File: config.mk
export PLATFORM = sky130hd
export DESIGN_NAME = refcounted_packet_buffer_pool
export DESIGN_NICKNAME = d
export VERILOG_FILES = /design/src/sv/rpbp_pkg.sv /design/src/sv/refcounted_packet_buffer_pool.sv /design/src/sv/rpbp_ram.sv /design/src/sv/rpbp_lists.sv
export SDC_FILE = /design/constraint.sdc
export NUM_CORES = 2
export LEC_CHECK = 0
export BUFFER_PORTS_ARGS = -buffer_cell sky130_fd_sc_hd__buf_2
export CAP_MARGIN = 40
export CORE_MARGIN = 3
export CORE_UTILIZATION = 59
export DETAILED_ROUTE_END_ITERATION = 10
export PLACE_DENSITY = 0.77
export SLEW_MARGIN = 5
export SYNTH_ARGS = -nofsm -noshare
export SYNTH_HDL_FRONTEND = slang
export SYNTH_HIERARCHICAL = 1
export SYNTH_SLANG_ARGS = --single-unit
File: constraint.sdc
create_clock -name clk -period 20.7 [get_ports clk]
set_input_delay 1.035 -clock clk [delete_from_list [all_inputs] [get_ports clk]]
set_output_delay 1.035 -clock clk [all_outputs]
set_load 0.005 [all_outputs]
File: src/sv/rpbp_pkg.sv
`timescale 1ns / 1ps

package rpbp_pkg;

  // default sizing
  localparam int NUM_PORTS_DEF   = 4;
  localparam int NUM_HEADERS_DEF = 64;
  localparam int NUM_BUFFERS_DEF = 64;

  // transaction field widths
  localparam int KIND_W   = 3;
  localparam int PORT_W   = 2;
  localparam int INDEX_W  = 6;
  localparam int STATUS_W = 2;

  // widest index any sizing can need (4096 entries)
  localparam int IDX_MAX_W = 12;

  // request kinds
  localparam logic [KIND_W-1:0] KIND_ALLOC    = 3'd0;
  localparam logic [KIND_W-1:0] KIND_COPY     = 3'd1;
  localparam logic [KIND_W-1:0] KIND_FREE     = 3'd2;
  localparam logic [KIND_W-1:0] KIND_DON_HDR  = 3'd3;
  localparam logic [KIND_W-1:0] KIND_DON_BUF  = 3'd4;

  // result status codes
  localparam logic [STATUS_W-1:0] ST_OK       = 2'd0;
  localparam logic [STATUS_W-1:0] ST_NO_HDR   = 2'd1;
  localparam logic [STATUS_W-1:0] ST_NO_BUF   = 2'd2;
  localparam logic [STATUS_W-1:0] ST_ZERO_CNT = 2'd3;

  // free list update commands for one transaction
  typedef struct packed {
    logic hdr_pop;
    logic hdr_push;
    logic buf_pop;
    logic buf_push;
  } list_op_t;

  // reduce a 6-bit field modulo m by shifted compare-subtract
  function automatic logic [IDX_MAX_W-1:0] mod_field(input logic [INDEX_W-1:0] v,
                                                      input logic [IDX_MAX_W:0] m);
    logic [IDX_MAX_W+INDEX_W:0] acc;
    logic [IDX_MAX_W+INDEX_W:0] sh;
    acc = {{(IDX_MAX_W+1){1'b0}}, v};
    for (int i = INDEX_W - 1; i >= 0; i--) begin
      sh = {{INDEX_W{1'b0}}, m} << i;
      if (acc >= sh) begin
        acc = acc - sh;
      end
    end
    return acc[IDX_MAX_W-1:0];
  endfunction

endpackage

File: src/sv/refcounted_packet_buffer_pool.sv
// result: registered in the write-back state, which follows the read state after acceptance
// requests: one at a time, as the header-buffer read and the dependent reference count
//   read both finish before the single write-back state; a push onto a free list takes a
//   further link state to clear the pushed item's link, and a stalled result holds the
//   write-back state
// reset: synchronous active-low; a clear pass over all NUM_BUFFERS entries zeroes the counts
`timescale 1ns / 1ps

module refcounted_packet_buffer_pool #(
  parameter int NUM_PORTS   = rpbp_pkg::NUM_PORTS_DEF,
  parameter int NUM_HEADERS = rpbp_pkg::NUM_HEADERS_DEF,
  parameter int NUM_BUFFERS = rpbp_pkg::NUM_BUFFERS_DEF
) (
  input  logic                          clk,
  input  logic                          rst_n,
  input  logic                          in_valid,
  output logic                          in_stall,
  input  logic [rpbp_pkg::KIND_W-1:0]   in_kind,
  input  logic [rpbp_pkg::PORT_W-1:0]   in_port,
  input  logic [rpbp_pkg::INDEX_W-1:0]  in_index,
  output logic                          out_valid,
  input  logic                          out_stall,
  output logic [rpbp_pkg::STATUS_W-1:0] out_status,
  output logic [rpbp_pkg::INDEX_W-1:0]  out_header_out,
  output logic [rpbp_pkg::INDEX_W-1:0]  out_buffer_out,
  output logic                          out_buffer_released,
  output logic [rpbp_pkg::PORT_W-1:0]   out_home_port_out
);

  localparam int PW  = (NUM_PORTS > 1) ? $clog2(NUM_PORTS) : 1;
  localparam int HW  = $clog2(NUM_HEADERS);
  localparam int BW  = $clog2(NUM_BUFFERS);
  localparam int CW  = $clog2(NUM_HEADERS + 1);
  localparam int HCW = $clog2(NUM_HEADERS + 1);
  localparam int BCW = $clog2(NUM_BUFFERS + 1);

  typedef enum logic [4:0] {
    S_CLR  = 5'b00001,
    S_IDLE = 5'b00010,
    S_RD   = 5'b00100,
    S_WR   = 5'b01000,
    S_LNK  = 5'b10000
  } state_t;

  state_t                       state_r, state_nxt;
  logic [BW-1:0]                clr_idx_r;
  logic [rpbp_pkg::KIND_W-1:0]  kind_r;
  logic [PW-1:0]                port_r;
  logic [HW-1:0]                hidx_r;
  logic [BW-1:0]                bidx_r;
  logic [BW-1:0]                b_r;
  logic                         lnk_hdr_r, lnk_hdr_nxt;
  logic                         lnk_buf_r, lnk_buf_nxt;

  logic                          out_valid_r;
  logic [rpbp_pkg::STATUS_W-1:0] out_status_r, out_status_nxt;
  logic [HW-1:0]                 out_hdr_r, out_hdr_nxt;
  logic [BW-1:0]                 out_buf_r, out_buf_nxt;
  logic                          out_rel_r, out_rel_nxt;
  logic [PW-1:0]                 out_home_r, out_home_nxt;

  logic          accept, out_free, wr_go, lnk_go;
  logic [PW-1:0] in_p;
  logic [HW-1:0] in_h;
  logic [BW-1:0] in_b;
  logic [BW-1:0] b_sel;
  logic [PW-1:0] hp;

  // list state views
  rpbp_pkg::list_op_t lop;
  logic [PW-1:0]  hdr_sel, buf_sel;
  logic [HW-1:0]  hdr_head, hdr_tail, hdr_push_item;
  logic [HCW-1:0] hdr_cnt;
  logic [BW-1:0]  buf_head, buf_tail, buf_push_item;
  logic [BCW-1:0] buf_cnt;

  // memory ports
  logic          hl_we, hb_we, bl_we, rc_we, hm_we;
  logic [HW-1:0] hl_waddr, hl_wdata, hb_waddr, hl_rdata;
  logic [BW-1:0] hb_wdata, hb_rdata, bl_waddr, bl_wdata, bl_rdata, rc_waddr, hm_waddr;
  logic [CW-1:0] rc_wdata, rc_rdata;
  logic [PW-1:0] hm_wdata, hm_rdata;

  // handshake
  assign accept   = (state_r == S_IDLE) && in_valid;
  assign in_stall = (state_r != S_IDLE);
  assign out_free = !out_valid_r || !out_stall;
  assign wr_go    = (state_r == S_WR) && out_free;
  assign lnk_go   = (state_r == S_LNK);

  // input fields folded into range
  assign in_p = PW'(rpbp_pkg::mod_field(6'(in_port), 13'(NUM_PORTS)));
  assign in_h = HW'(rpbp_pkg::mod_field(in_index, 13'(NUM_HEADERS)));
  assign in_b = BW'(rpbp_pkg::mod_field(in_index, 13'(NUM_BUFFERS)));

  // buffer of the request, known in the read cycle
  assign b_sel = (kind_r == rpbp_pkg::KIND_ALLOC) ? buf_head : hb_rdata;
  assign hp    = hm_rdata;

  // a pushed item ends its list, so its own link is cleared unless it already links to itself
  assign lnk_hdr_nxt = lop.hdr_push && ((hdr_cnt == '0) || (hdr_tail != hidx_r));
  assign lnk_buf_nxt = lop.buf_push && ((buf_cnt == '0) || (buf_tail != buf_push_item));

  // list selection per phase
  always_comb begin
    hdr_sel = port_r;
    buf_sel = port_r;
    if (state_r == S_IDLE) begin
      hdr_sel = in_p;
      buf_sel = in_p;
    end else if (state_r == S_WR && kind_r == rpbp_pkg::KIND_FREE) begin
      buf_sel = hp;
    end
  end

  // state sequencing
  always_comb begin
    state_nxt = state_r;
    unique case (state_r)
      S_CLR: begin
        if (clr_idx_r == BW'(NUM_BUFFERS - 1)) begin
          state_nxt = S_IDLE;
        end
      end
      S_IDLE: begin
        if (accept) begin
          state_nxt = S_RD;
        end
      end
      S_RD:   state_nxt = S_WR;
      S_WR: begin
        if (out_free) begin
          state_nxt = (lnk_hdr_nxt || lnk_buf_nxt) ? S_LNK : S_IDLE;
        end
      end
      S_LNK:  state_nxt = S_IDLE;
      default: state_nxt = S_CLR;
    endcase
  end

  always_ff @(posedge clk) begin
    if (!rst_n) begin
      state_r   <= S_CLR;
      clr_idx_r <= '0;
    end else begin
      state_r <= state_nxt;
      if (state_r == S_CLR) begin
        clr_idx_r <= BW'(clr_idx_r + 1'b1);
      end
    end
  end

  // request capture
  always_ff @(posedge clk) begin
    if (accept) begin
      kind_r <= in_kind;
      port_r <= in_p;
      hidx_r <= in_h;
      bidx_r <= in_b;
    end
    if (state_r == S_RD) begin
      b_r <= b_sel;
    end
    if (wr_go) begin
      lnk_hdr_r <= lnk_hdr_nxt;
      lnk_buf_r <= lnk_buf_nxt;
    end
  end

  // write-back decision
  always_comb begin
    lop            = '0;
    hdr_push_item  = hidx_r;
    buf_push_item  = b_r;
    hl_we          = 1'b0;
    hl_waddr       = hdr_tail;
    hl_wdata       = hidx_r;
    hb_we          = 1'b0;
    hb_waddr       = hdr_head;
    hb_wdata       = b_r;
    bl_we          = 1'b0;
    bl_waddr       = buf_tail;
    bl_wdata       = b_r;
    rc_we          = 1'b0;
    rc_waddr       = b_r;
    rc_wdata       = rc_rdata;
    hm_we          = 1'b0;
    hm_waddr       = b_r;
    hm_wdata       = port_r;
    out_status_nxt = rpbp_pkg::ST_OK;
    out_hdr_nxt    = '0;
    out_buf_nxt    = '0;
    out_rel_nxt    = 1'b0;
    out_home_nxt   = '0;
    unique case (kind_r)
      rpbp_pkg::KIND_ALLOC: begin
        if (hdr_cnt == '0) begin
          out_status_nxt = rpbp_pkg::ST_NO_HDR;
        end else if (buf_cnt == '0) begin
          out_status_nxt = rpbp_pkg::ST_NO_BUF;
        end else begin
          lop.hdr_pop  = 1'b1;
          lop.buf_pop  = 1'b1;
          hb_we        = 1'b1;
          rc_we        = 1'b1;
          rc_wdata     = CW'(1);
          hm_we        = 1'b1;
          out_hdr_nxt  = hdr_head;
          out_buf_nxt  = b_r;
          out_home_nxt = port_r;
        end
      end
      rpbp_pkg::KIND_COPY: begin
        if (hdr_cnt == '0) begin
          out_status_nxt = rpbp_pkg::ST_NO_HDR;
        end else begin
          lop.hdr_pop  = 1'b1;
          hb_we        = 1'b1;
          rc_we        = 1'b1;
          // count saturates at the header total
          if (rc_rdata < CW'(NUM_HEADERS)) begin
            rc_wdata = CW'(rc_rdata + 1'b1);
          end
          out_hdr_nxt  = hdr_head;
          out_buf_nxt  = b_r;
          out_home_nxt = hm_rdata;
        end
      end
      rpbp_pkg::KIND_FREE: begin
        // header goes back to the requesting port
        if (hdr_cnt != HCW'(NUM_HEADERS)) begin
          lop.hdr_push = 1'b1;
          hl_we        = (hdr_cnt != '0);
        end
        out_buf_nxt  = b_r;
        out_home_nxt = hp;
        if (rc_rdata == '0) begin
          out_status_nxt = rpbp_pkg::ST_ZERO_CNT;
        end else begin
          rc_we    = 1'b1;
          rc_wdata = CW'(rc_rdata - 1'b1);
          // last reference drops: buffer returns to its home port
          if (rc_rdata == CW'(1)) begin
            out_rel_nxt = 1'b1;
            if (buf_cnt != BCW'(NUM_BUFFERS)) begin
              lop.buf_push = 1'b1;
              bl_we        = (buf_cnt != '0);
            end
          end
        end
      end
      rpbp_pkg::KIND_DON_HDR: begin
        if (hdr_cnt != HCW'(NUM_HEADERS)) begin
          lop.hdr_push = 1'b1;
          hl_we        = (hdr_cnt != '0);
        end
      end
      rpbp_pkg::KIND_DON_BUF: begin
        buf_push_item = bidx_r;
        bl_wdata      = bidx_r;
        if (buf_cnt != BCW'(NUM_BUFFERS)) begin
          lop.buf_push = 1'b1;
          bl_we        = (buf_cnt != '0);
        end
      end
      default: begin
        out_status_nxt = rpbp_pkg::ST_OK;
      end
    endcase
  end

  // free list registers
  rpbp_lists #(
    .NUM_PORTS  (NUM_PORTS),
    .NUM_HEADERS(NUM_HEADERS),
    .NUM_BUFFERS(NUM_BUFFERS)
  ) u_lists (
    .clk          (clk),
    .rst_n        (rst_n),
    .op           (wr_go ? lop : '0),
    .hdr_sel      (hdr_sel),
    .buf_sel      (buf_sel),
    .hdr_push_item(hdr_push_item),
    .hdr_pop_next (hl_rdata),
    .buf_push_item(buf_push_item),
    .buf_pop_next (bl_rdata),
    .hdr_head     (hdr_head),
    .hdr_tail     (hdr_tail),
    .hdr_cnt      (hdr_cnt),
    .buf_head     (buf_head),
    .buf_tail     (buf_tail),
    .buf_cnt      (buf_cnt)
  );

  // header link memory, tail link in write-back, pushed item's link cleared after
  rpbp_ram #(.DEPTH(NUM_HEADERS), .WIDTH(HW)) u_hdr_link (
    .clk(clk), .we((wr_go && hl_we) || (lnk_go && lnk_hdr_r)),
    .waddr(lnk_go ? hidx_r : hl_waddr), .wdata(lnk_go ? '0 : hl_wdata),
    .re(accept), .raddr(hdr_head), .rdata_r(hl_rdata)
  );

  // header to buffer map
  rpbp_ram #(.DEPTH(NUM_HEADERS), .WIDTH(BW)) u_hdr_buf (
    .clk(clk), .we(wr_go && hb_we), .waddr(hb_waddr), .wdata(hb_wdata),
    .re(accept), .raddr(in_h), .rdata_r(hb_rdata)
  );

  // buffer link memory, same two-step push as the header links
  rpbp_ram #(.DEPTH(NUM_BUFFERS), .WIDTH(BW)) u_buf_link (
    .clk(clk), .we((wr_go && bl_we) || (lnk_go && lnk_buf_r)),
    .waddr(lnk_go ? buf_push_item : bl_waddr), .wdata(lnk_go ? '0 : bl_wdata),
    .re(accept), .raddr(buf_head), .rdata_r(bl_rdata)
  );

  // reference counts, zeroed by the clear pass
  rpbp_ram #(.DEPTH(NUM_BUFFERS), .WIDTH(CW)) u_refcnt (
    .clk  (clk),
    .we   ((state_r == S_CLR) || (wr_go && rc_we)),
    .waddr((state_r == S_CLR) ? clr_idx_r : rc_waddr),
    .wdata((state_r == S_CLR) ? '0 : rc_wdata),
    .re   (state_r == S_RD),
    .raddr(b_sel),
    .rdata_r(rc_rdata)
  );

  // buffer home ports
  rpbp_ram #(.DEPTH(NUM_BUFFERS), .WIDTH(PW)) u_home (
    .clk(clk), .we(wr_go && hm_we), .waddr(hm_waddr), .wdata(hm_wdata),
    .re(state_r == S_RD), .raddr(b_sel), .rdata_r(hm_rdata)
  );

  // result register
  always_ff @(posedge clk) begin
    if (!rst_n) begin
      out_valid_r <= 1'b0;
    end else if (wr_go) begin
      out_valid_r <= 1'b1;
    end else if (!out_stall) begin
      out_valid_r <= 1'b0;
    end
  end

  always_ff @(posedge clk) begin
    if (wr_go) begin
      out_status_r <= out_status_nxt;
      out_hdr_r    <= out_hdr_nxt;
      out_buf_r    <= out_buf_nxt;
      out_rel_r    <= out_rel_nxt;
      out_home_r   <= out_home_nxt;
    end
  end

  assign out_valid           = out_valid_r;
  assign out_status          = out_status_r;
  assign out_header_out      = rpbp_pkg::INDEX_W'(out_hdr_r);
  assign out_buffer_out      = rpbp_pkg::INDEX_W'(out_buf_r);
  assign out_buffer_released = out_rel_r;
  assign out_home_port_out   = rpbp_pkg::PORT_W'(out_home_r);

endmodule

File: src/sv/rpbp_ram.sv
`timescale 1ns / 1ps

module rpbp_ram #(
  parameter int DEPTH = rpbp_pkg::NUM_HEADERS_DEF,
  parameter int WIDTH = rpbp_pkg::INDEX_W
) (
  input  logic                     clk,
  input  logic                     we,
  input  logic [$clog2(DEPTH)-1:0] waddr,
  input  logic [WIDTH-1:0]         wdata,
  input  logic                     re,
  input  logic [$clog2(DEPTH)-1:0] raddr,
  output logic [WIDTH-1:0]         rdata_r
);

  logic [WIDTH-1:0] mem [DEPTH];

  // write port
  always_ff @(posedge clk) begin
    if (we) begin
      mem[waddr] <= wdata;
    end
  end

  // registered read port, held while not enabled
  always_ff @(posedge clk) begin
    if (re) begin
      rdata_r <= mem[raddr];
    end
  end

endmodule

File: src/sv/rpbp_lists.sv
`timescale 1ns / 1ps

module rpbp_lists #(
  parameter int NUM_PORTS   = rpbp_pkg::NUM_PORTS_DEF,
  parameter int NUM_HEADERS = rpbp_pkg::NUM_HEADERS_DEF,
  parameter int NUM_BUFFERS = rpbp_pkg::NUM_BUFFERS_DEF,
  localparam int PW  = (NUM_PORTS > 1) ? $clog2(NUM_PORTS) : 1,
  localparam int HW  = $clog2(NUM_HEADERS),
  localparam int BW  = $clog2(NUM_BUFFERS),
  localparam int HCW = $clog2(NUM_HEADERS + 1),
  localparam int BCW = $clog2(NUM_BUFFERS + 1)
) (
  input  logic               clk,
  input  logic               rst_n,
  input  rpbp_pkg::list_op_t op,
  input  logic [PW-1:0]      hdr_sel,
  input  logic [PW-1:0]      buf_sel,
  input  logic [HW-1:0]      hdr_push_item,
  input  logic [HW-1:0]      hdr_pop_next,
  input  logic [BW-1:0]      buf_push_item,
  input  logic [BW-1:0]      buf_pop_next,
  output logic [HW-1:0]      hdr_head,
  output logic [HW-1:0]      hdr_tail,
  output logic [HCW-1:0]     hdr_cnt,
  output logic [BW-1:0]      buf_head,
  output logic [BW-1:0]      buf_tail,
  output logic [BCW-1:0]     buf_cnt
);

  logic [HW-1:0]  hdr_head_r [NUM_PORTS];
  logic [HW-1:0]  hdr_tail_r [NUM_PORTS];
  logic [HCW-1:0] hdr_cnt_r  [NUM_PORTS];
  logic [BW-1:0]  buf_head_r [NUM_PORTS];
  logic [BW-1:0]  buf_tail_r [NUM_PORTS];
  logic [BCW-1:0] buf_cnt_r  [NUM_PORTS];

  // selected list views
  assign hdr_head = hdr_head_r[hdr_sel];
  assign hdr_tail = hdr_tail_r[hdr_sel];
  assign hdr_cnt  = hdr_cnt_r[hdr_sel];
  assign buf_head = buf_head_r[buf_sel];
  assign buf_tail = buf_tail_r[buf_sel];
  assign buf_cnt  = buf_cnt_r[buf_sel];

  // header list pointers
  always_ff @(posedge clk) begin
    if (op.hdr_push) begin
      if (hdr_cnt == '0) begin
        hdr_head_r[hdr_sel] <= hdr_push_item;
      end
      hdr_tail_r[hdr_sel] <= hdr_push_item;
    end else if (op.hdr_pop) begin
      hdr_head_r[hdr_sel] <= hdr_pop_next;
    end
  end

  // buffer list pointers
  always_ff @(posedge clk) begin
    if (op.buf_push) begin
      if (buf_cnt == '0) begin
        buf_head_r[buf_sel] <= buf_push_item;
      end
      buf_tail_r[buf_sel] <= buf_push_item;
    end else if (op.buf_pop) begin
      buf_head_r[buf_sel] <= buf_pop_next;
    end
  end

  // fill counts
  always_ff @(posedge clk) begin
    if (!rst_n) begin
      for (int i = 0; i < NUM_PORTS; i++) begin
        hdr_cnt_r[i] <= '0;
        buf_cnt_r[i] <= '0;
      end
    end else begin
      if (op.hdr_push) begin
        hdr_cnt_r[hdr_sel] <= HCW'(hdr_cnt + 1'b1);
      end else if (op.hdr_pop) begin
        hdr_cnt_r[hdr_sel] <= HCW'(hdr_cnt - 1'b1);
      end
      if (op.buf_push) begin
        buf_cnt_r[buf_sel] <= BCW'(buf_cnt + 1'b1);
      end else if (op.buf_pop) begin
        buf_cnt_r[buf_sel] <= BCW'(buf_cnt - 1'b1);
      end
    end
  end

endmodule

==> key figures <==
Synthesis
  • Ys flop type: edfxtp_1
  • Top cells by area, synth: edfxtp_1 (74%), mux4_2 (12%), nor2_1 (2.1%)
  • Yosys top cell by area: edfxtp_1
  • Seq cells post-synth: roughly 2,000
  • Sequential element share of the synthesized area: about three quarters
  • Average cell area after synthesis: approximately 19 um^2
  • EDFF count, synth: 1,943
  • Synth warn: 6
  • Share of synthesized registers carrying an async set or reset: 0%
  • Mapped Cells: 4,100
  • Post-synth cell types: between 80 and 90
  • Net Count, Synth: slightly above 4,000
  • Top cell type's share of synthesized area: approximately three quarters
  • Mapped Area: 78,850 um^2

Final layout
  • Fill count: approximately 8,400
  • Footprint of the multi-input gates: 19,030 um^2
  • Register Area: ~59,000 um^2
  • Final Net Count: 4,221
  • Non-Filler Instances: 6,099
  • Synthesis-to-layout area growth: 10.10%
  • Layout cell share with drive strength beyond 1: 21.10%

Setup path
  • CP required: between 20,000 and 25,000 ps
  • R2R depth: 21
  • Crit-path cells: nor3_1, nor3b_2, nand2_1, o21ai_4, buf_4, mux2i_1, mux2i_1, nor4_1, nand2_1, nand2_1, a21oi_1, and2_1, nor2b_1, nand2_1, inv_1, ha_1, a21oi_1, o221ai_1, a31oi_1, xor2_1, nor2_1
  • Worst EP arrival: between 7000 and 8000 ps
  • CP endpoint kind: flop
  • CP max stage delay: 570 ps
  • Critical R2R Launch: state_r[4]
  • CP startpoint kind: flop
  • CP most frequent cell: nand2_1
  • R2R Path End: u_lists/hdr_cnt_r[2][5]
  • R2R Setup Slk: around 14,000 ps
  • CP max stage cell: nor2b_1
  • CP Class: flop to flop
  • Crit Path Max Fanout: 28

Drt
  • # DRC: 0
  • Drt total wl: roughly 170,000 um
  • DR vias/cell: 6.635
  • Drt first pass iters: 8
  • Post-DRT Antenna Nets: 0
  • Routed length per placed instance: 28.53 um
  • Initial DRC Count: 5,182
  • Detailed-route via count: between 40,000 and 50,000

Timing
  • Worst-Margin Slew: around 1000 ps
  • Clk_skew: ~35 ps
  • Final setup fails: 0
  • Final setup TNS: 0 ps
  • Max Fclk: 0.1476 GHz
  • Worst slew margin: between 30% and 40%
  • RSZ-0062 raised after global routing: no
  • Tcrit/Tclk final: approximately a third
  • Hold violation count in the final report: 0
  • Final max-slew violation count: 0
  • Crit path time final: between 6000 and 7000 ps

Outcome
  • Run status: complete, no violations

Clocking
  • Worst-path clk slew: 70 ps
  • Clock sinks: between 1,500 and 2,000
  • H-tree depth: 4
  • Num CTS Buffers: between 150 and 200
  • Worst-skew pair later-pin latency: 820 ps
  • Post-CTS sizing: 0
  • Buffer depth of the longest clock path: 3
  • Clock tree root driver cell: clkbuf_16
  • CTS Hold Bufs: 0
  • CTS tree: built
  • Setup Fix Bufs, Post-CTS: 0

Placed design
  • Placed instance count: ~5,800
  • # port buffers: 33
  • Placer Congestion: between 0.8 and 0.9
  • HPWL Detailed: between 100,000 and 150,000 um

Global routing
  • Largest net degree at the start of global routing: 118
  • Initial antenna violation count: 8
  • Total grt overflow: 0
  • Number of global-route vias before repair: between 40,000 and 50,000
  • First-pass GRT wire length: around 260,000 um
  • Global Route Usage Sum: between 20% and 30%

Die
  • # rows: ~130
  • Die Y: around 370 um
  • Io pins: 34
  • Chip width: 371.6 um
  • Die area: roughly 140,000 um^2
  • Core area: 132,100 um^2
  • Initial cell density of the core: around three fifths

Min path
  • Hold path startpoint: in_port[0]
  • Hold-critical path endpoint: hm_wdata[0]
  • Hold crit path type: input port to flop
  • Hold depth: 1

Run
  • Max-cap violations: 0

Power and ir drop
  • PwrDens: a little under 100 nW/um^2
  • Pleak: 0.02726 uW
  • Worst IR Drop VDD: roughly 0.098 mV
  • Total power: 8561 uW
## power by group
group	internal, uW	switching, uW
Combinational	249	537
Sequential	4500	22.3
Clock	1820	1430
Total	6570	1990
## registers in the layout, indices dropped and copies added (netlist names), 6 cells and up
name,flops
u_buf_link/rdata_r,6
u_lists/hdr_tail_r,24
u_lists/buf_tail_r,24
b_r,6
u_hdr_buf/mem,384
u_refcnt/rdata_r,7
u_lists/buf_cnt_r,28
u_hdr_link/mem,384
u_refcnt/mem,448
u_hdr_buf/rdata_r,6
bidx_r,6
clr_idx_r,6
out_buffer_out,6
out_header_out,6
u_home/mem,128
u_lists/hdr_cnt_r,28
u_lists/hdr_head_r,24
u_buf_link/mem,384
u_lists/buf_head_r,24
u_hdr_link/rdata_r,6
## cell families (layout without fill, tap and decap cells)
family                     count (synthesis)  in the layout  synth area share, %
and+or+nand+nor                          945            945                5.571
adders and majority gates                 16             16               0.2729
buffers and inverters                    243            485                1.785
xor gates and xnor gates                  26             26               0.3078
other                                      0              2                    0
DFF                                     1955           1955                74.30
AOI/OAI and AO/OA                        347            347                3.170
muxes                                    568            568                14.59
## how the worst max path moves through the flow
stage	cells past startpoint	from	endpoint	slack, ps
finish	21	state_r[4]	u_lists/hdr_cnt_r[2][5]	13930
global route	21	state_r[4]	u_lists/hdr_cnt_r[1][6]	13340
CTS	21	state_r[4]	u_lists/hdr_cnt_r[2][5]	14110
detailed placement	21	state_r[4]	u_lists/hdr_cnt_r[2][5]	14140
global placement	21	state_r[4]	u_lists/hdr_cnt_r[2][5]	14360
floorplan	10	hm_wdata[0]	u_refcnt/mem[0][3]	13910
## synth_stat cells, drive strengths merged (14+ instances only)
master,n
buf,118
nor2,437
o21ai,55
nand2b,29
mux2,30
nand3,54
nand3b,23
ha,14
nand2,186
mux2i,82
a21oi,50
clkbuf,96
a221oi,14
a22oi,23
o22a,19
nor3,48
nor2b,43
o221ai,38
xor2,14
o22ai,48
inv,28
or3,19
a211oi,27
and2,29
edfxtp,1943
mux4,456
nand4,14
## stage by stage
stage                     worst slack (ps)  util (%)  hold WS (ps)  instance area (um^2)
after floorplan                      13910         -         466.6                 78850
after global placement               14360     60.94         480.7                 80520
after detailed placement             14140     61.26         495.6                 80940
after CTS                            14110     65.68         394.6                 86780
after global routing                 13340     65.70         405.4                 86810
final                                13930     65.70         443.5                 86810
## worst max-delay path, delay by kind of cell (launching register included)
| kind | cells | cell delay [ps] |
|---|---|---|
| multiplexers | 2 | 770 |
| adder cells (fa/ha/maj) | 1 | 320 |
| XOR/XNOR | 1 | 280 |
| flip-flops | 1 | 360 |
| AND/OR/NAND/NOR | 10 | 3020 |
| buffers and inverters | 2 | 660 |
| AO/OA/AOI/OAI | 5 | 1100 |
## layout by cell type, fill, tap and decap left out, types with 25 or more instances in the layout
cell type	netlist	final
a211oi_1	27	25
a21oi_1	48	45
buf_2	65	42
buf_4	12	60
clkbuf_1	95	35
clkbuf_16	0	187
clkinv_1	1	45
clkinv_2	0	35
edfxtp_1	1943	1943
inv_1	28	28
mux2_2	30	30
mux2i_1	81	81
mux4_2	436	432
nand2_1	186	183
nand2b_1	29	29
nand3_1	54	54
nor2_1	437	431
nor2b_1	43	43
nor3_1	44	41
o21ai_1	26	29
o221ai_1	38	38
o22ai_1	48	48
## per-layer routing
metal	vias to the layer above	share of wire, %	global-route usage (%)	routed length [um]
met2	2358	48	40.32	84210
met1	20860	39	37.11	67140
li1	16900	-	-	-
met4	4	2.7	7.390	4713
met5	-	0.016	0	27
met3	347	10	5.287	17910
## area by class of cell
class	instances	share of cell area (%)
Antenna cell	2	0.005765
Clock buffer	224	5.573
Clock inverter	113	1.154
Inverter	29	0.1254
Multi-Input combinational cell	1902	21.93
Sequential cell	1955	67.49
Tap cell	1755	2.529
Timing Repair Buffer	119	1.201
(Power assumes the default switching activity.)
